==> config.mk <==
export PLATFORM = sky130hd
export DESIGN_NAME = ethernet_ipv4_header_parser
export DESIGN_NICKNAME = d
export VERILOG_FILES = /design/src/sv/ehp_pkg.sv /design/src/sv/ehp_frame_track.sv /design/src/sv/ehp_summary.sv /design/src/sv/ethernet_ipv4_header_parser.sv
export SDC_FILE = /design/constraint.sdc
export NUM_CORES = 1
export LEC_CHECK = 0
export ABC_CLOCK_PERIOD_IN_PS = 16350
export BUFFER_PORTS_ARGS = -buffer_cell sky130_fd_sc_hd__buf_2
export CORE_AREA = 2 2 229 231
export CTS_CLUSTER_DIAMETER = 200
export DETAILED_ROUTE_END_ITERATION = 6
export DIE_AREA = 0 0 231 233
export PLACE_DENSITY_LB_ADDON = 0.3
export SKIP_CTS_REPAIR_TIMING = 1
export SLEW_MARGIN = 25
export SYNTH_ARGS = -nofsm -noshare
export SYNTH_HDL_FRONTEND = slang
export SYNTH_SLANG_ARGS = --single-unit
==> constraint.sdc <==
create_clock -name clk_i -period 16.35 [get_ports clk_i]
set_input_delay 1.635 -clock clk_i [delete_from_list [all_inputs] [get_ports clk_i]]
set_output_delay 1.635 -clock clk_i [all_outputs]
set_load 0.02 [all_outputs]
==> src/sv/ehp_pkg.sv <==
// ----------------------------------------------------------------------------
// ehp_pkg - shared types, constants and helpers for the header parser
// Frame state layout, result codes and the ones' complement adder.
// ----------------------------------------------------------------------------
package ehp_pkg;

  localparam logic [15:0] EthHdrLen  = 16'd14;
  localparam logic [16:0] ArpHdrLen  = 17'd28;
  localparam logic [16:0] IpMinLen   = 17'd20;
  localparam logic [16:0] TcpMinLen  = 17'd20;
  localparam logic [16:0] UdpMinLen  = 17'd8;
  localparam logic [15:0] TypeArp    = 16'h0806;
  localparam logic [15:0] TypeIpv4   = 16'h0800;
  localparam logic [7:0]  ProtoIcmp  = 8'd1;
  localparam logic [7:0]  ProtoTcp   = 8'd6;
  localparam logic [7:0]  ProtoUdp   = 8'd17;
  localparam logic [15:0] ArpOpReq   = 16'd1;
  localparam logic [15:0] ArpOpReply = 16'd2;

  // frame_class codes
  localparam logic [2:0] FcRunt  = 3'd0;
  localparam logic [2:0] FcArp   = 3'd1;
  localparam logic [2:0] FcIpv4  = 3'd2;
  localparam logic [2:0] FcOther = 3'd3;
  localparam logic [2:0] FcTrunc = 3'd4;

  // arp_kind codes
  localparam logic [1:0] ArpNone  = 2'd0;
  localparam logic [1:0] ArpReq   = 2'd1;
  localparam logic [1:0] ArpReply = 2'd2;
  localparam logic [1:0] ArpUnk   = 2'd3;

  // transport_class codes
  localparam logic [2:0] TcNone  = 3'd0;
  localparam logic [2:0] TcIcmp  = 3'd1;
  localparam logic [2:0] TcTcp   = 3'd2;
  localparam logic [2:0] TcUdp   = 3'd3;
  localparam logic [2:0] TcOther = 3'd4;

  // tcp_check_status codes
  localparam logic [1:0] TcpNotChecked = 2'd0;
  localparam logic [1:0] TcpGood       = 2'd1;
  localparam logic [1:0] TcpBad        = 2'd2;
  localparam logic [1:0] TcpBeyond     = 2'd3;

  localparam int unsigned OutWidth = 88;

  typedef struct packed {
    logic [15:0] type_word;
    logic [15:0] arp_opcode;
    logic [7:0]  version_ihl;
    logic [15:0] ip_length_total;
    logic [7:0]  protocol_number;
    logic [15:0] ip_got_checksum;
    logic [15:0] ip_running_sum;
    logic [15:0] tcp_running_sum;
    logic [15:0] tcp_got_checksum;
    logic [15:0] port_source;
    logic [15:0] port_dest;
    logic [7:0]  flags_byte;
    logic [7:0]  pending_high_byte;
  } state_t;

  // frame as seen at its last byte
  typedef struct packed {
    logic [16:0] frame_len;
    state_t      st;
  } snap_t;

  // 16-bit ones' complement sum of three words, end-around carry
  function automatic logic [15:0] ones_add3(input logic [15:0] a, input logic [15:0] b,
                                            input logic [15:0] c);
    logic [17:0] t;
    logic [16:0] f;
    t = {2'b00, a} + {2'b00, b} + {2'b00, c};
    f = {1'b0, t[15:0]} + {15'd0, t[17:16]};
    return f[15:0] + {15'd0, f[16]};
  endfunction

endpackage

==> src/sv/ehp_frame_track.sv <==
// ----------------------------------------------------------------------------
// ehp_frame_track - per-byte header capture and running checksums
// Updates the frame state on each accepted byte and snapshots it on the last.
// ----------------------------------------------------------------------------
module ehp_frame_track (
  input  logic                clk_i,
  input  logic                rst_ni,
  input  logic                acc_i,
  input  logic [7:0]          data_byte_i,
  input  logic                frame_last_i,
  input  logic                load_ok_i,
  output logic                snap_vld_o,
  output ehp_pkg::snap_t      snap_o
);

  logic [15:0]     pos_q, pos_d;
  logic            past_end_q, past_end_d;
  ehp_pkg::state_t st_q, st_d, nxt;
  logic            snap_vld_q, snap_vld_d;
  ehp_pkg::snap_t  snap_q, snap_d;

  logic [7:0]  vi_n;
  logic [15:0] len_n;
  logic [5:0]  hl;
  logic [6:0]  ts;
  logic [15:0] part, rel, seg, opx, opy;
  logic        ge_eth, ge_ts;

  always_comb begin
    nxt    = st_q;
    vi_n   = (pos_q == 16'd14) ? data_byte_i : st_q.version_ihl;
    len_n  = (pos_q == 16'd16 || pos_q == 16'd17) ?
             {st_q.ip_length_total[7:0], data_byte_i} : st_q.ip_length_total;
    hl     = {vi_n[3:0], 2'b00};
    ts     = 7'(ehp_pkg::EthHdrLen) + {1'b0, hl};
    part   = pos_q[0] ? {8'd0, data_byte_i} : {data_byte_i, 8'd0};
    ge_eth = pos_q >= ehp_pkg::EthHdrLen;
    ge_ts  = pos_q >= {9'd0, ts};
    rel    = pos_q - {9'd0, ts};
    seg    = (len_n >= {10'd0, hl}) ? len_n - {10'd0, hl} : 16'd0;

    nxt.version_ihl     = vi_n;
    nxt.ip_length_total = len_n;
    if (pos_q == 16'd12 || pos_q == 16'd13)
      nxt.type_word = {st_q.type_word[7:0], data_byte_i};
    if (pos_q == 16'd20 || pos_q == 16'd21)
      nxt.arp_opcode = {st_q.arp_opcode[7:0], data_byte_i};
    if (pos_q == 16'd15) nxt.pending_high_byte = data_byte_i;
    if (pos_q == 16'd23) nxt.protocol_number = data_byte_i;
    if (pos_q == 16'd24 || pos_q == 16'd25)
      nxt.ip_got_checksum = {st_q.ip_got_checksum[7:0], data_byte_i};

    if (ge_eth && pos_q < {9'd0, ts} && pos_q != 16'd24 && pos_q != 16'd25)
      nxt.ip_running_sum = ehp_pkg::ones_add3(st_q.ip_running_sum, part, 16'd0);

    // zero IHL: the overlapping segment words are folded in once length is known
    if (pos_q == 16'd17 && hl == 6'd0) begin
      opx = (len_n >= 16'd2) ? {st_q.version_ihl, st_q.pending_high_byte} :
            (len_n >= 16'd1) ? {st_q.version_ihl, 8'd0} : 16'd0;
      opy = (len_n >= 16'd4) ? len_n :
            (len_n >= 16'd3) ? {len_n[15:8], 8'd0} : 16'd0;
    end else begin
      opx = (pos_q >= 16'd26 && pos_q <= 16'd33) ? part : 16'd0;
      opy = (ge_ts && pos_q >= 16'd18 && rel < seg && rel != 16'd16 && rel != 16'd17) ?
            part : 16'd0;
    end
    nxt.tcp_running_sum = ehp_pkg::ones_add3(st_q.tcp_running_sum, opx, opy);

    if (ge_ts) begin
      if (rel <= 16'd1)
        nxt.port_source = {st_q.port_source[7:0], data_byte_i};
      else if (rel <= 16'd3)
        nxt.port_dest = {st_q.port_dest[7:0], data_byte_i};
      else if (rel == 16'd13)
        nxt.flags_byte = data_byte_i;
      else if (rel == 16'd16 || rel == 16'd17)
        nxt.tcp_got_checksum = {st_q.tcp_got_checksum[7:0], data_byte_i};
    end

    if (past_end_q) nxt = st_q;
  end

  always_comb begin
    st_d       = st_q;
    pos_d      = pos_q;
    past_end_d = past_end_q;
    snap_vld_d = snap_vld_q && !load_ok_i;
    snap_d     = snap_q;
    if (acc_i) begin
      if (frame_last_i) begin
        st_d              = '0;
        pos_d             = '0;
        past_end_d        = 1'b0;
        snap_vld_d        = 1'b1;
        snap_d.st         = nxt;
        snap_d.frame_len  = past_end_q ? 17'h10000 : {1'b0, pos_q} + 17'd1;
      end else if (!past_end_q) begin
        st_d = nxt;
        if (pos_q != 16'hFFFF) pos_d = pos_q + 16'd1;
        else past_end_d = 1'b1;
      end
    end
  end

  always_ff @(posedge clk_i or negedge rst_ni) begin
    if (!rst_ni) begin
      st_q       <= '0;
      pos_q      <= '0;
      past_end_q <= 1'b0;
      snap_vld_q <= 1'b0;
    end else begin
      st_q       <= st_d;
      pos_q      <= pos_d;
      past_end_q <= past_end_d;
      snap_vld_q <= snap_vld_d;
    end
  end

  always_ff @(posedge clk_i) begin
    snap_q <= snap_d;
  end

  assign snap_vld_o = snap_vld_q;
  assign snap_o     = snap_q;

endmodule

==> src/sv/ehp_summary.sv <==
// ----------------------------------------------------------------------------
// ehp_summary - frame classification and final checksum verdicts
// Turns a frame snapshot into the packed summary held in the output register.
// ----------------------------------------------------------------------------
module ehp_summary (
  input  logic                              clk_i,
  input  logic                              rst_ni,
  input  logic                              snap_vld_i,
  input  ehp_pkg::snap_t                    snap_i,
  input  logic                              m_axis_tready,
  output logic                              m_axis_tvalid,
  output logic [ehp_pkg::OutWidth-1:0]      m_axis_tdata,
  output logic                              load_ok_o
);

  logic                         out_vld_q, out_vld_d;
  logic [ehp_pkg::OutWidth-1:0] out_q, out_d;

  logic [2:0]  fc, tc;
  logic [15:0] et, sport, dport, s, seg;
  logic [1:0]  ak, tstat;
  logic [3:0]  ver;
  logic [5:0]  hl, hb;
  logic [7:0]  proto, flags;
  logic        ipok;
  logic [16:0] len, rem, pay;

  always_comb begin
    fc = ehp_pkg::FcRunt; et = '0; ak = ehp_pkg::ArpNone; ver = '0; hb = '0;
    proto = '0; ipok = 1'b0; tc = ehp_pkg::TcNone; sport = '0; dport = '0;
    flags = '0; tstat = ehp_pkg::TcpNotChecked;
    len = snap_i.frame_len;
    rem = len - {1'b0, ehp_pkg::EthHdrLen};
    hl  = {snap_i.st.version_ihl[3:0], 2'b00};
    pay = rem - {11'd0, hl};
    seg = snap_i.st.ip_length_total - {10'd0, hl};
    s   = ehp_pkg::ones_add3(snap_i.st.tcp_running_sum, 16'(ehp_pkg::ProtoTcp), seg);
    if (len >= {1'b0, ehp_pkg::EthHdrLen}) begin
      et = snap_i.st.type_word;
      if (et == ehp_pkg::TypeArp) begin
        fc = ehp_pkg::FcArp;
        if (rem >= ehp_pkg::ArpHdrLen)
          ak = (snap_i.st.arp_opcode == ehp_pkg::ArpOpReq)   ? ehp_pkg::ArpReq :
               (snap_i.st.arp_opcode == ehp_pkg::ArpOpReply) ? ehp_pkg::ArpReply :
                                                               ehp_pkg::ArpUnk;
      end else if (et != ehp_pkg::TypeIpv4) begin
        fc = ehp_pkg::FcOther;
      end else if (rem < ehp_pkg::IpMinLen || rem < {11'd0, hl}) begin
        fc = ehp_pkg::FcTrunc;
      end else begin
        fc    = ehp_pkg::FcIpv4;
        ver   = snap_i.st.version_ihl[7:4];
        hb    = hl;
        proto = snap_i.st.protocol_number;
        ipok  = (~snap_i.st.ip_running_sum == snap_i.st.ip_got_checksum);
        unique case (proto)
          ehp_pkg::ProtoIcmp: tc = ehp_pkg::TcIcmp;
          ehp_pkg::ProtoTcp: begin
            tc = ehp_pkg::TcTcp;
            if (pay >= ehp_pkg::TcpMinLen &&
                snap_i.st.ip_length_total >= {10'd0, hl}) begin
              sport = snap_i.st.port_source;
              dport = snap_i.st.port_dest;
              flags = snap_i.st.flags_byte;
              if ({1'b0, seg} + {11'd0, hl} + {1'b0, ehp_pkg::EthHdrLen} > len)
                tstat = ehp_pkg::TcpBeyond;
              else
                tstat = (~s == snap_i.st.tcp_got_checksum) ? ehp_pkg::TcpGood :
                                                             ehp_pkg::TcpBad;
            end
          end
          ehp_pkg::ProtoUdp: begin
            tc = ehp_pkg::TcUdp;
            if (pay >= ehp_pkg::UdpMinLen) begin
              sport = snap_i.st.port_source;
              dport = snap_i.st.port_dest;
            end
          end
          default: tc = ehp_pkg::TcOther;
        endcase
      end
    end
  end

  assign load_ok_o = !out_vld_q || m_axis_tready;

  always_comb begin
    out_vld_d = out_vld_q;
    out_d     = out_q;
    if (load_ok_o) begin
      out_vld_d = snap_vld_i;
      out_d     = {3'd0, tstat, flags, dport, sport, tc, ipok, proto, hb, ver, ak, et, fc};
    end
  end

  always_ff @(posedge clk_i or negedge rst_ni) begin
    if (!rst_ni) begin
      out_vld_q <= 1'b0;
    end else begin
      out_vld_q <= out_vld_d;
    end
  end

  always_ff @(posedge clk_i) begin
    out_q <= out_d;
  end

  assign m_axis_tvalid = out_vld_q;
  assign m_axis_tdata  = out_q;

endmodule

==> src/sv/ethernet_ipv4_header_parser.sv <==
// ----------------------------------------------------------------------------
// ethernet_ipv4_header_parser - streaming Ethernet/ARP/IPv4/TCP/UDP summary
// Byte-wise header parser with IP and TCP checksum verification.
// ----------------------------------------------------------------------------
// Usage:
//   Slave side takes one frame byte per request on s_axis_tdata, wire order,
//   with s_axis_tlast on the final byte. Master side gives one summary per
//   frame, passed on from the snapshot register to the output register.
//   Throughput is one byte per cycle while s_axis_tready is high: each byte
//   only passes a position compare and a 16-bit end-around add into the
//   frame state registers. On the last byte the state is copied to a
//   snapshot register and cleared, so the next frame may start without
//   waiting for its summary. The snapshot is classified into the output register once that register is free.
//   If the receiver stalls, bytes keep flowing until both the snapshot and
//   the output register hold a summary; s_axis_tready then drops until the
//   output is taken.
//   Reset clears the frame state and drops any pending summary.
// ----------------------------------------------------------------------------
module ethernet_ipv4_header_parser (
  input  logic                         clk_i,
  input  logic                         rst_ni,
  input  logic                         s_axis_tvalid,
  output logic                         s_axis_tready,
  input  logic [7:0]                   s_axis_tdata,  // [7:0] data_byte
  input  logic                         s_axis_tlast,  // frame_last
  output logic                         m_axis_tvalid,
  input  logic                         m_axis_tready,
  // [2:0] frame_class, [18:3] ether_type, [20:19] arp_kind, [24:21] ip_version,
  // [30:25] ip_header_bytes, [38:31] ip_protocol, [39] ip_checksum_ok,
  // [42:40] transport_class, [58:43] source_port, [74:59] dest_port,
  // [82:75] tcp_flag_bits, [84:83] tcp_check_status, [87:85] zero
  output logic [ehp_pkg::OutWidth-1:0] m_axis_tdata
);

  logic           snap_vld, load_ok, acc;
  ehp_pkg::snap_t snap;

  assign s_axis_tready = !snap_vld || load_ok;
  assign acc           = s_axis_tvalid && s_axis_tready;

  ehp_frame_track u_track (
    .clk_i        (clk_i),
    .rst_ni       (rst_ni),
    .acc_i        (acc),
    .data_byte_i  (s_axis_tdata),
    .frame_last_i (s_axis_tlast),
    .load_ok_i    (load_ok),
    .snap_vld_o   (snap_vld),
    .snap_o       (snap)
  );

  ehp_summary u_summary (
    .clk_i         (clk_i),
    .rst_ni        (rst_ni),
    .snap_vld_i    (snap_vld),
    .snap_i        (snap),
    .m_axis_tready (m_axis_tready),
    .m_axis_tvalid (m_axis_tvalid),
    .m_axis_tdata  (m_axis_tdata),
    .load_ok_o     (load_ok)
  );

  // both summary slots full and output stalled: no byte may be taken
  a_full_stall: assert property (@(posedge clk_i) disable iff (!rst_ni)
    snap_vld && m_axis_tvalid && !m_axis_tready |-> !s_axis_tready)
    else $error("byte accepted with no room for a summary");

  a_last_snap: assert property (@(posedge clk_i) disable iff (!rst_ni)
    s_axis_tvalid && s_axis_tready && s_axis_tlast |=> snap_vld)
    else $error("last byte did not produce a snapshot");

  a_runt_zero: assert property (@(posedge clk_i) disable iff (!rst_ni)
    m_axis_tvalid && m_axis_tdata[2:0] == ehp_pkg::FcRunt |-> m_axis_tdata[87:3] == '0)
    else $error("runt summary carries field data");

  a_tc_ipv4: assert property (@(posedge clk_i) disable iff (!rst_ni)
    m_axis_tvalid && m_axis_tdata[42:40] != ehp_pkg::TcNone
      |-> m_axis_tdata[2:0] == ehp_pkg::FcIpv4)
    else $error("transport class outside an IPv4 frame");

endmodule
* Word level (Yosys, flattened, before mapping)
Cells that the tools add are included.
** Storage, ports and cells
- Output and inout port bits :: 90
- Bits in registers :: 463
- Word-level logic and storage cells :: 205
** Operators by class
- Bitwise operators :: 7
- Order comparisons :: 22
- Eq/ne operators :: 29
- Add/sub/neg operators :: 21
- Mux-type cells :: 53
- Reduce and logical (&&, ||, !) cells :: 36
** Operators by type and width (count)
- 176-bit 2-to-1 mux :: 3
- 16-bit 2-to-1 mux :: 28
- 16-bit by 5-bit == test with 1-bit output, second input constant :: 9
- 16-bit by 4-bit == test with 1-bit output, second input constant :: 5
- 16-bit by 5-bit != test with 1-bit output, second input constant :: 4
- 16-bit one-hot mux with 2 select lines :: 2
- 56-bit 2-to-1 mux :: 1
- 16-bit by 2-bit adder with 17-bit output :: 3
- 16-bit by 1-bit adder with 16-bit output :: 3
- 8-bit 2-to-1 mux :: 5
- 18-bit by 16-bit adder with 18-bit output :: 2
- 16-bit by 16-bit adder with 17-bit output :: 2
- 17-bit by 4-bit greater-or-equal comparator with 1-bit output, second input constant :: 2
- 17-bit by 5-bit greater-or-equal comparator with 1-bit output, second input constant :: 2
- 16-bit == test :: 2
- 16-bit by 2-bit greater-or-equal comparator with 1-bit output, second input constant :: 2
- 16-bit by 5-bit greater-or-equal comparator with 1-bit output, second input constant :: 2
- 16-bit by 6-bit greater-or-equal comparator with 1-bit output :: 2
- 16-bit inverter :: 2
- 16-bit by 6-bit subtractor with 16-bit output :: 2
- 24-bit 2-to-1 mux :: 1
- 16-bit by 1-bit adder with 17-bit output, second input constant :: 1
- 16-bit by 3-bit adder with 17-bit output, second input constant :: 1
- 16-bit by 6-bit adder with 17-bit output :: 1
- 44 further kinds :: 81

* Logic depth before layout (Yosys ltp)
Gate-level depths: netlist of the first run.
- Depth after elaboration :: 17
- Depth in mapped cells :: 58
- Mapped depth without buffers :: 57

* By module
From an unflattened synthesis of the first run, not the netlist that was laid out.
** Unflattened totals
- Cells, all modules :: 2625
- Area, all modules :: 28596.2 um^2
** Modules (own cells, without submodules)
- ehp_frame_track :: area an instance 21323.0 um^2, sequential area each 10650.2 um^2, cells an instance 1878, instances 1
- ehp_summary :: area an instance 7250.7 um^2, sequential area each 2517.4 um^2, cells an instance 745, instances 1
- ethernet_ipv4_header_parser :: area an instance 22.5 um^2, sequential area each 0.0 um^2, cells an instance 2, instances 1

* Worst setup path after synthesis of the first run
No wires, ideal clock.
- Path kind :: input to register
- Start :: input s_axis_tdata[0]
- End :: register u_track.snap_q, in the netlist u_track.snap_o[76] (data pin)
- Setup slack :: 5.415 ns
- Setup time :: 0.260 ns
- Data required time :: 16.090 ns
- Arrival :: 10.676 ns
- Stages :: 47
- Cell sequence :: clkbuf_1 mux2i_1 ha_1 ha_1 a21oi_1 o21bai_1 a21oi_1 o21ai_0 or4_1 or4_1 xnor2_1 ha_1 a221oi_1 nand3_1 or3_1 nor3_4 a22o_1 ha_1 [11 not listed] a21oi_1 xor2_1 ha_1 inv_1 fa_1 nand2b_1 nor2_1 and3_1 and3_1 ha_1 ha_1 nand2_1 and4bb_2 o21ai_0 a21boi_1 nor2b_1 xnor2_1 mux2_2
** RTL lines
- start, declared :: RTL line ethernet_ipv4_header_parser.sv:24 : input logic [7:0] s_axis_tdata,
- end signal, assigned :: RTL line ehp_frame_track.sv:120 : snap_q <= snap_d;
- end, declared :: RTL line ehp_frame_track.sv:20 : ehp_pkg::snap_t snap_q, snap_d;

==> results.json, run 1 <==
{
  "run_status": "finished, final reports clean",
  "maxCapViolCount": 0,
  "postSynthCellCount": 2547,
  "combPwrFrac_pct": 15.4,
  "grt_overflow": 0,
  "dr_wl_met3_um": 4300,
  "vias": 20477,
  "cts_tree": "done",
  "netlist.area_leader.share_pct": 28.8,
  "worstSetupPathType": "reg2reg",
  "wire_per_inst_um": 22.3,
  "skew_ns": 0.0225,
  "synthDistinctLibCells": 107,
  "core_region_area_um2": 51100,
  "ant_nets": 0,
  "p_leak_nw": 13.2,
  "clkSinkCount": 463,
  "fillers": 4187,
  "top_layer": "met4",
  "route.met2.wl_um": 35000,
  "ios": 103,
  "grt_pass1_vias": 20025,
  "htreeDepth": 2,
  "grt_setup_unrepaired": "no",
  "ys_warn_count": 0,
  "grt_pass1_wl_um": 115000,
  "m1WireLength_um": 32600,
  "rows": 83,
  "multi_input_area_um2": 14200,
  "synth_area_leaders": "edfxtp_1, dfrtp_1, ha_1, mux2_2, a22o_1",
  "antenna_found_initial": 1,
  "drtIter0Drc": 1645,
  "area_growth_pct": 10.1,
  "synth_edf_count": 268,
  "ys_seq_area_share_pct": 46.3,
  "sw_frac_of_total_pct": 27.7,
  "synth_common_cells": "edfxtp_1, dfrtp_1, a22o_1",
  "gp_congestion": 0.929,
  "critPathLaunchType": "register",
  "tightest_slew_ns": 1.07,
  "synth_most_common_cell": "edfxtp_1",
  "crit_arrival_ns": 12.72,
  "drive_above_1_share_pct": 15.8,
  "max_freq_ghz": 0.0808,
  "cpPeakStageDelay_ns": 0.58,
  "nets": 2772,
  "power_density_nw_per_um2": 93.9,
  "die_w_um": 231,
  "totalWireLength_um": 74300,
  "clockPowerShare_pct": 39.3,
  "synthArstFlopShare_pct": 42.1,
  "hold_path.class": "reg2reg",
  "grt_max_degree": 83,
  "via_per_inst": 6.15,
  "pwr-share-seq_pct": 45.3,
  "p_int_w": 0.00209,
  "syn_area_per_cell_um2": 11.0,
  "cp-end-kind": "register",
  "clockRootBuffer": "clkbuf_16",
  "crit_fanout": 15,
  "utilization_pct": 60.1,
  "clkSlewWorstSetupHoldPaths_ns": 0.07,
  "fin_crit_sh_pct": 75.7,
  "tns_ns": 0,
  "hold_viol_final": 0,
  "clk_latency_ns": 0.60,
  "final_max_slew_viol_count": 0,
  "port_buffers": 97,
  "synth_top_area_cell": "edfxtp_1",
  "start_util_pct": 54.6,
  "synth_top_flop_cell": "edfxtp_1",
  "max_slew_margin_pct": 28.4,
  "switchingPower_w": 0.000800,
  "drt-pass1-iter-count": 7,
  "cts_buffers": 48,
  "setup_viol": 0,
  "slowest_stage": "dfrtp_1",
  "period_minus_slack_ns": 12.37,
  "cp_top_family": "simple AND/OR/NAND/NOR gates",
  "grtUsageTotal_pct": 27.5,
  "crit_buf_inv": 3,
  "die_area_um2": 53800,
  "power_w": 0.00289,
  "diodes": 0,
  "cp_common_cell": "ha_1",
  "post_synth_instance_area_um2": 27900,
  "die_h_um": 233,
  "dp_hpwl_um": 52700,
  "regArea_um2": 12900,
  "cp.required_ns": 16.70,
  "clk_path_buf_depth": 3,
  "route.detailed.drc": 0,
  "peakVddDrop_uv": 81.5,
  "synth-seq-cells": 463
}
final timing paths:
check	start	endpoint	slack [ns]	depth (start not counted)
worst max-delay path	u_track.pos_q[0]$_DFFE_PN0P_	u_track.snap_o[76]$_DFFE_PP_	3.98	49
worst min-delay path	u_track.snap_vld_o$_DFF_PN0_	u_summary.m_axis_tvalid$_DFFE_PN0P_	0.48	1
worst max register to register	u_track.pos_q[0]$_DFFE_PN0P_	u_track.snap_o[76]$_DFFE_PP_	3.98	49
worst min register to register	u_track.snap_vld_o$_DFF_PN0_	u_summary.m_axis_tvalid$_DFFE_PN0P_	0.48	1
max in group asynchronous	rst_ni	u_track.st_q[97]$_DFFE_PN0P_	13.16	3
min in group asynchronous	rst_ni	u_track.snap_vld_o$_DFF_PN0_	1.09	1
cell usage in the layout, fill, tap and decap left out, drive strengths merged, types with 11 or more instances in the layout:
master and instances:
edfxtp 268, dfrtp 195, a22o 183, mux2 147, ha 141, nand2 141, xnor2 138, nor2 136
buf 125, o21ai 116, inv 108, and2 102, xor2 86, a21oi 83, nor3 66, clkbuf 65
nand3 63, a21o 46, nand4 31, nor4 31, and3 29, nor2b 24, a31oi 21, nand2b 20
mux2i 19, clkinv 17, o31ai 16, o21a 16, or3 15, or4 13, a21boi 12, o211ai 11
a211oi 11, or2 11
power by group through the flow:
stage	clock, W	combinational [W]	sequential, W
after CTS	0.00115	0.000441	0.00131
after global placement	0	0.000429	0.00133
final	0.00113	0.000445	0.00131
after floorplan	0	0.000295	0.00135
after detailed placement	0	0.000439	0.00133
after global routing	0.00120	0.000486	0.00131
per-layer routing:
metal | GRT usage [%] | vias up
li1 | - | 9592
met1 | 37.5 | 10122
met2 | 45.1 | 630
met3 | 3.95 | 133
met4 | 9.38 | 0
met5 | 0 | -
final cells by class:
cell class,count,share of cell area [%]
multi-input combinational,1863,46.2
sequential,463,42.1
clock buffer,64,4.47
tap,680,2.77
timing repair buffer,126,2.33
inverter,106,1.29
clock inverter,26,0.920
flip-flops by register name, indices dropped and copies added, names as in the netlist:
name and flops:
u_summary.m_axis_tdata 83, u_summary.m_axis_tvalid 1, u_track.past_end_q 1, u_track.pos_q 16, u_track.snap_o 185, u_track.snap_vld_o 1, u_track.st_q 176
cell families after synthesis:
kind of cell    Yosys count  synth area share [%]
other cells               1                0.0134
flops                   463                  46.3
fa+ha+maj               154                  7.15
xor+xnor                226                  7.28
compound gates          593                  15.6
buf+inv                 225                  3.23
simple gates            719                  13.8
mux                     166                  6.63
worst reg2reg max path, delay by kind of cell, from the launching register on:
| family | cells | cell delay [ns] |
|---|---|---|
| simple gates | 16 | 4.41 |
| compound gates | 16 | 2.95 |
| fa+ha+maj | 9 | 2.63 |
| mux | 2 | 0.74 |
| flops | 1 | 0.58 |
| xor+xnor | 3 | 0.40 |
| buf+inv | 3 | 0.40 |
per-stage QoR:
stage | hold WS, ns | worst slack, ns | cell area, um^2 | std cells
after floorplan | 0.435 | 5.41 | 27900 | 2551
after global placement | 0.458 | 4.15 | 29100 | 3238
after detailed placement | 0.469 | 3.88 | 29100 | 3238
after CTS | 0.487 | 4.05 | 30700 | 3328
after global routing | 0.508 | 3.13 | 30700 | 3328
final | 0.476 | 3.98 | 30700 | 3328
No activity file was read; power rests on OpenSTA's default activity.
==> run 2: changes to the inputs <==
ABC_AREA = 1   (was default)
ABC_CLOCK_PERIOD_IN_PS = 12500   (was 16350)
CORE_AREA = 2 2 235 237   (was 2 2 229 231)
DIE_AREA = 0 0 237 239   (was 0 0 231 233)
clock period = 12.5 ns   (was 16.35 ns; I/O delays follow)
==> run 2 against run 1 <==
Clock power is 32% higher. Area after synthesis grew 5.5%. Final cell count increased by 36%. Clock skew is 0.0032 ns lower. Largest power group unchanged.
==> results.json, run 2 <==
{
  "run_status": "finished, final reports clean",
  "grtUsageMet1_pct": 38.9,
  "grt_pass1_wl_um": 124000,
  "drive_above_1_share_pct": 8.87,
  "setup_viol": 0,
  "synthDistinctLibCells": 77,
  "htreeDepth": 2,
  "hold_path_end": "u_summary.m_axis_tvalid$_DFFE_PN0P_",
  "worstRegToRegCells": 68,
  "cts_buffers": 49,
  "clkSinkCount": 463,
  "port_buffers": 97,
  "final_common_cell": "nand2_1",
  "dp_hpwl_um": 57600,
  "grt_setup_unrepaired": "no",
  "ys_seq_area_share_pct": 43.9,
  "crit_arrival_ns": 11.54,
  "grt_use_met3_pct": 5.50,
  "cts_tree": "done",
  "period_minus_slack_ns": 11.22,
  "utilization_pct": 59.4,
  "synth_most_common_cell": "nand2_1",
  "p_leak_nw": 15.7,
  "slowest_stage": "o21ai_0",
  "hold_path.class": "reg2reg",
  "worst-r2r-setup-slack_ns": 1.28,
  "clkSlewWorstSetupHoldPaths_ns": 0.06,
  "antenna_found_initial": 2,
  "rows": 86,
  "ant_nets": 0,
  "max_freq_ghz": 0.0892,
  "worstSetupPathType": "reg2reg",
  "synth_top_flop_cell": "edfxtp_1",
  "ios": 103,
  "top_usage_layer": "met2",
  "tightest_slew_ns": 1.05,
  "start_util_pct": 54.2,
  "drtIter0Drc": 2438,
  "r2r_start": "u_track.pos_q[0]$_DFFE_PN0P_",
  "gp_congestion": 0.992,
  "grt_overflow": 0,
  "syn_area_per_cell_um2": 7.97,
  "hold_start": "u_track.snap_vld_o$_DFF_PN0_",
  "area_growth_pct": 9.57,
  "grt_pass1_vias": 22846,
  "die_h_um": 239,
  "synth_area_leaders": "edfxtp_1, dfrtp_1, nand2_1, inv_1, ha_1",
  "cpPeakStageDelay_ns": 0.79,
  "die_area_um2": 56600,
  "ys_warn_count": 0,
  "postSynthCellCount": 3695,
  "vias": 24651,
  "largest_register_ffs": 185,
  "wire_per_inst_um": 17.5,
  "synth_top_area_cell": "edfxtp_1",
  "max_slew_margin_pct": 29.9,
  "worstReg2RegEnd": "u_track.snap_o[74]$_DFFE_PP_",
  "crit_fanout": 29,
  "final_max_slew_viol_count": 0,
  "netlist.area_leader.share_pct": 27.3,
  "fillers": 4826,
  "skew_ns": 0.0193,
  "totalWireLength_um": 78900,
  "peakVddDrop_uv": 117,
  "power_w": 0.00380,
  "clk_path_buf_depth": 3,
  "die_w_um": 237,
  "maxCapViolCount": 0,
  "critPathLaunchType": "register",
  "via_per_inst": 5.46,
  "fin_crit_sh_pct": 89.7,
  "synth_common_cells": "nand2_1, inv_1, nor2_1",
  "layout_common_cells": "nand2_1, inv_1, nor2_1, edfxtp_1, o21ai_0",
  "route.detailed.drc": 0,
  "holdWs_ns": 0.469,
  "drt-pass1-iter-count": 5,
  "grt_max_degree": 74,
  "grt_use_met2_pct": 43.6,
  "hold_viol_final": 0,
  "post_synth_instance_area_um2": 29400,
  "tns_ns": 0,
  "cp.required_ns": 12.82,
  "clk_latency_ns": 0.59,
  "nets": 3935,
  "hold_depth": 2,
  "cp_common_cell": "nor2_1",
  "synthArstFlopShare_pct": 42.1,
  "core_region_area_um2": 54300,
  "power_density_nw_per_um2": 118,
  "cp-end-kind": "register",
  "synth-seq-cells": 463,
  "grtUsageTotal_pct": 27.9,
  "clockRootBuffer": "clkbuf_16",
  "synth_edf_count": 268
}
run 2: worst max path at each step:
stage                                       from                             to  depth (start not counted)  slack (ns)
floorplan                          m_axis_tready  u_track.st_q[112]$_DFFE_PN0P_                          9        1.29
global placement                 s_axis_tdata[0]   u_track.snap_o[76]$_DFFE_PP_                         69        1.13
detailed placement               s_axis_tdata[0]   u_track.snap_o[74]$_DFFE_PP_                         68        0.81
CTS                 u_track.pos_q[0]$_DFFE_PN0P_   u_track.snap_o[74]$_DFFE_PP_                         68        1.14
global route        u_track.pos_q[0]$_DFFE_PN0P_   u_track.snap_o[74]$_DFFE_PP_                         72        0.08
finish              u_track.pos_q[0]$_DFFE_PN0P_   u_track.snap_o[74]$_DFFE_PP_                         68        1.28
run 2: where the power goes:
part	switching [W]	leakage [nW]	internal, W
Clock	0.000615	0.805	0.000879
Combinational	0.000434	9.51	0.000165
Sequential	0.0000291	5.41	0.00167
run 2: layout make-up:
type	instances	area, um^2	share of cell area [%]
antenna	1	2.50	0.00776
multi-input combinational	2530	13900	43.0
clock buffer	68	1380	4.28
tap	704	881	2.73
inverter	609	2290	7.11
sequential	463	12900	40.1
clock inverter	24	264	0.818
timing repair buffer	118	652	2.02
run 2: critical path: cells and delay by family (launching register included):
family | cells | cell delay (ns)
buffers and inverters | 11 | 0.99
AOI/OAI and AO/OA | 11 | 2.41
DFF | 1 | 0.51
xor gates and xnor gates | 2 | 0.31
and+or+nand+nor | 37 | 4.90
adders and majority gates | 7 | 1.78
run 2: routing by layer:
layer | routed length [um] | vias to the layer above
met3 | 5300 | 141
met4 | 2780 | 2
li1 | - | 12288
met1 | 35800 | 11523
met5 | 14 | -
met2 | 35000 | 697
run 2: logic make-up after synthesis:
group,Yosys count,share of synthesized area [%]
and+or+nand+nor,1670,24.4
buffers and inverters,706,9.24
AOI/OAI and AO/OA,579,12.0
DFF,463,43.9
adders and majority gates,151,6.67
xor gates and xnor gates,125,3.82
other,1,0.0127
run 2: through the flow:
stage | instances | setup slack [ns] | instance area (um^2)
floorplan | 3699 | 1.29 | 29500
global placement | 4424 | 1.13 | 30600
detailed placement | 4424 | 0.813 | 30600
CTS | 4516 | 1.14 | 32200
global route | 4516 | 0.0807 | 32300
finish | 4517 | 1.28 | 32300
==> run 3: changes to the inputs <==
GPL_TIMING_DRIVEN = 0   (was default)
==> run 3 against run 2 <==
Maximum frequency is 2.3% lower. Design area grew 1.8%. Final cell count up 1.9%. Die area unchanged. Worst hold slack improved by 0.0074 ns. Sequential share of layout area fell by 0.72 points. Combinational power grew 4.2%. Routed wire length is 3.1% higher. Critical endpoint unchanged.
==> results.json, run 3 (synthesis results as in run 2) <==
{
  "grt_overflow": 0,
  "antenna_found_initial": 0,
  "hold_depth": 2,
  "layout_common_cells": "nand2_1, inv_1, nor2_1, edfxtp_1, o21ai_0",
  "fin_crit_sh_pct": 91.9,
  "peakVddDrop_uv": 82.9,
  "die_area_um2": 56600,
  "via_per_inst": 5.51,
  "worst-path-stages": 67,
  "hold_path.class": "reg2reg",
  "max_freq_ghz": 0.0871,
  "vias": 25353,
  "final_max_slew_viol_count": 0,
  "die_w_um": 237,
  "drtIter0Drc": 2774,
  "start_util_pct": 54.2,
  "run_status": "finished, final reports clean",
  "die_h_um": 239,
  "period_minus_slack_ns": 11.49,
  "worst_setup_path_endpoint": "u_track.snap_o[74]$_DFFE_PP_",
  "htreeDepth": 2,
  "cpPeakStageDelay_ns": 0.46,
  "drt-pass1-iter-count": 5,
  "skew_ns": 0.0221,
  "totalWireLength_um": 81400,
  "grt_max_degree": 77,
  "final_common_cell": "nand2_1",
  "diodes": 0,
  "grtUsageTotal_pct": 28.8,
  "crit_buf_inv": 14,
  "drive_above_1_share_pct": 9.16,
  "wire_per_inst_um": 17.7,
  "cts_tree": "done",
  "worstRegToRegCells": 70,
  "grt_pass1_wl_um": 127000,
  "hold_viol_final": 0,
  "holdWs_ns": 0.476,
  "grt_pass1_vias": 23332,
  "port_buffers": 96,
  "crit_arrival_ns": 11.82,
  "clkSlewWorstSetupHoldPaths_ns": 0.06,
  "rows": 86,
  "nets": 4023,
  "tns_ns": 0,
  "clockRootBuffer": "clkbuf_16",
  "critPathLaunchType": "input port",
  "slowest_stage": "o21ai_2",
  "worstReg2RegEnd": "u_track.snap_o[74]$_DFFE_PP_",
  "power_density_nw_per_um2": 118,
  "worst-r2r-setup-slack_ns": 1.04,
  "maxCapViolCount": 0,
  "cp_top_family": "simple AND/OR/NAND/NOR gates",
  "fillers": 4745,
  "clk_path_buf_depth": 3,
  "area_growth_pct": 11.6,
  "ios": 103,
  "setup_viol": 0,
  "dp_hpwl_um": 61900,
  "route.detailed.drc": 0,
  "cts_buffers": 49,
  "r2r_start": "u_track.pos_q[0]$_DFFE_PN0P_",
  "core_region_area_um2": 54300,
  "largest_register_ffs": 185,
  "clkSinkCount": 463,
  "tightest_slew_ns": 0.991,
  "max_slew_margin_pct": 33.4,
  "worstSetupPathType": "in2reg",
  "cp-end-kind": "register",
  "crit_fanout": 8,
  "ant_nets": 0,
  "clk_latency_ns": 0.60,
  "placed_cells": 4510,
  "final_cells": 4601,
  "utilization_pct": 60.5,
  "crit_start": "s_axis_tdata[0]",
  "p_leak_nw": 15.9,
  "gp_congestion": 1.01,
  "cp.required_ns": 12.83,
  "cp_common_cell": "nor2_1"
}
## run 3: cell count changes in the layout (fill, tap and decap cells not counted), moves of 3 or more
cell	delta
clkbuf_1	+64
buf_4	-14
buf_2	+10
buf_16	+8
buf_1	+7
buf_6	+5
clkinv_2	-5
buf_12	+3
clkinvlp_4	+3
## run 3: area by class of cell
cell class	instances	area, um^2	share of cell area, %
multi-input combinational	2530	13900	42.2
sequential	463	12900	39.4
inverter	609	2290	6.97
clock buffer	62	1320	4.00
tap	704	881	2.68
timing repair buffer	109	786	2.39
buffer	97	435	1.33
clock inverter	27	360	1.10
## run 3: power by group
group	internal, W	switching, W
clock	0.000899	0.000639
sequential	0.00167	0.0000283
combinational	0.000178	0.000446
total	0.00275	0.00111
## run 3: metal layers
layer,vias to the layer above,GRT usage [%],routed length [um]
li1,12494,-,-
met1,11869,39.9,35600
met2,851,45.4,36200
met3,139,4.65,6320
met4,0,11.2,3320
met5,-,0,0
## run 3: how the worst min path moves through the flow
stage	startpoint	end	slack [ns]
floorplan	u_track.snap_vld_o$_DFF_PN0_	u_summary.m_axis_tvalid$_DFFE_PN0P_	0.44
global placement	u_track.st_q[46]$_DFFE_PN0P_	u_track.st_q[46]$_DFFE_PN0P_	0.46
detailed placement	u_track.st_q[14]$_DFFE_PN0P_	u_track.st_q[14]$_DFFE_PN0P_	0.46
CTS	u_track.st_q[28]$_DFFE_PN0P_	u_track.st_q[28]$_DFFE_PN0P_	0.48
global route	u_track.st_q[41]$_DFFE_PN0P_	u_track.st_q[41]$_DFFE_PN0P_	0.50
finish	u_track.st_q[14]$_DFFE_PN0P_	u_track.st_q[14]$_DFFE_PN0P_	0.48
## run 3: stage by stage
stage                     worst slack, ns  area [um^2]  total power [W]
final                                1.01        32900          0.00386
after global routing              -0.0133        32900          0.00402
after CTS                           0.794        32800          0.00387
after detailed placement            0.264        31100          0.00234
after global placement              -4.50        30800          0.00234
after floorplan                      1.29        29500          0.00215
## run 3: tightest hold or removal path, stage by stage, from the launching register on
cell and delay (ns):
dfrtp_1 0.34, nand2_1 0.05, nand2_1 0.05
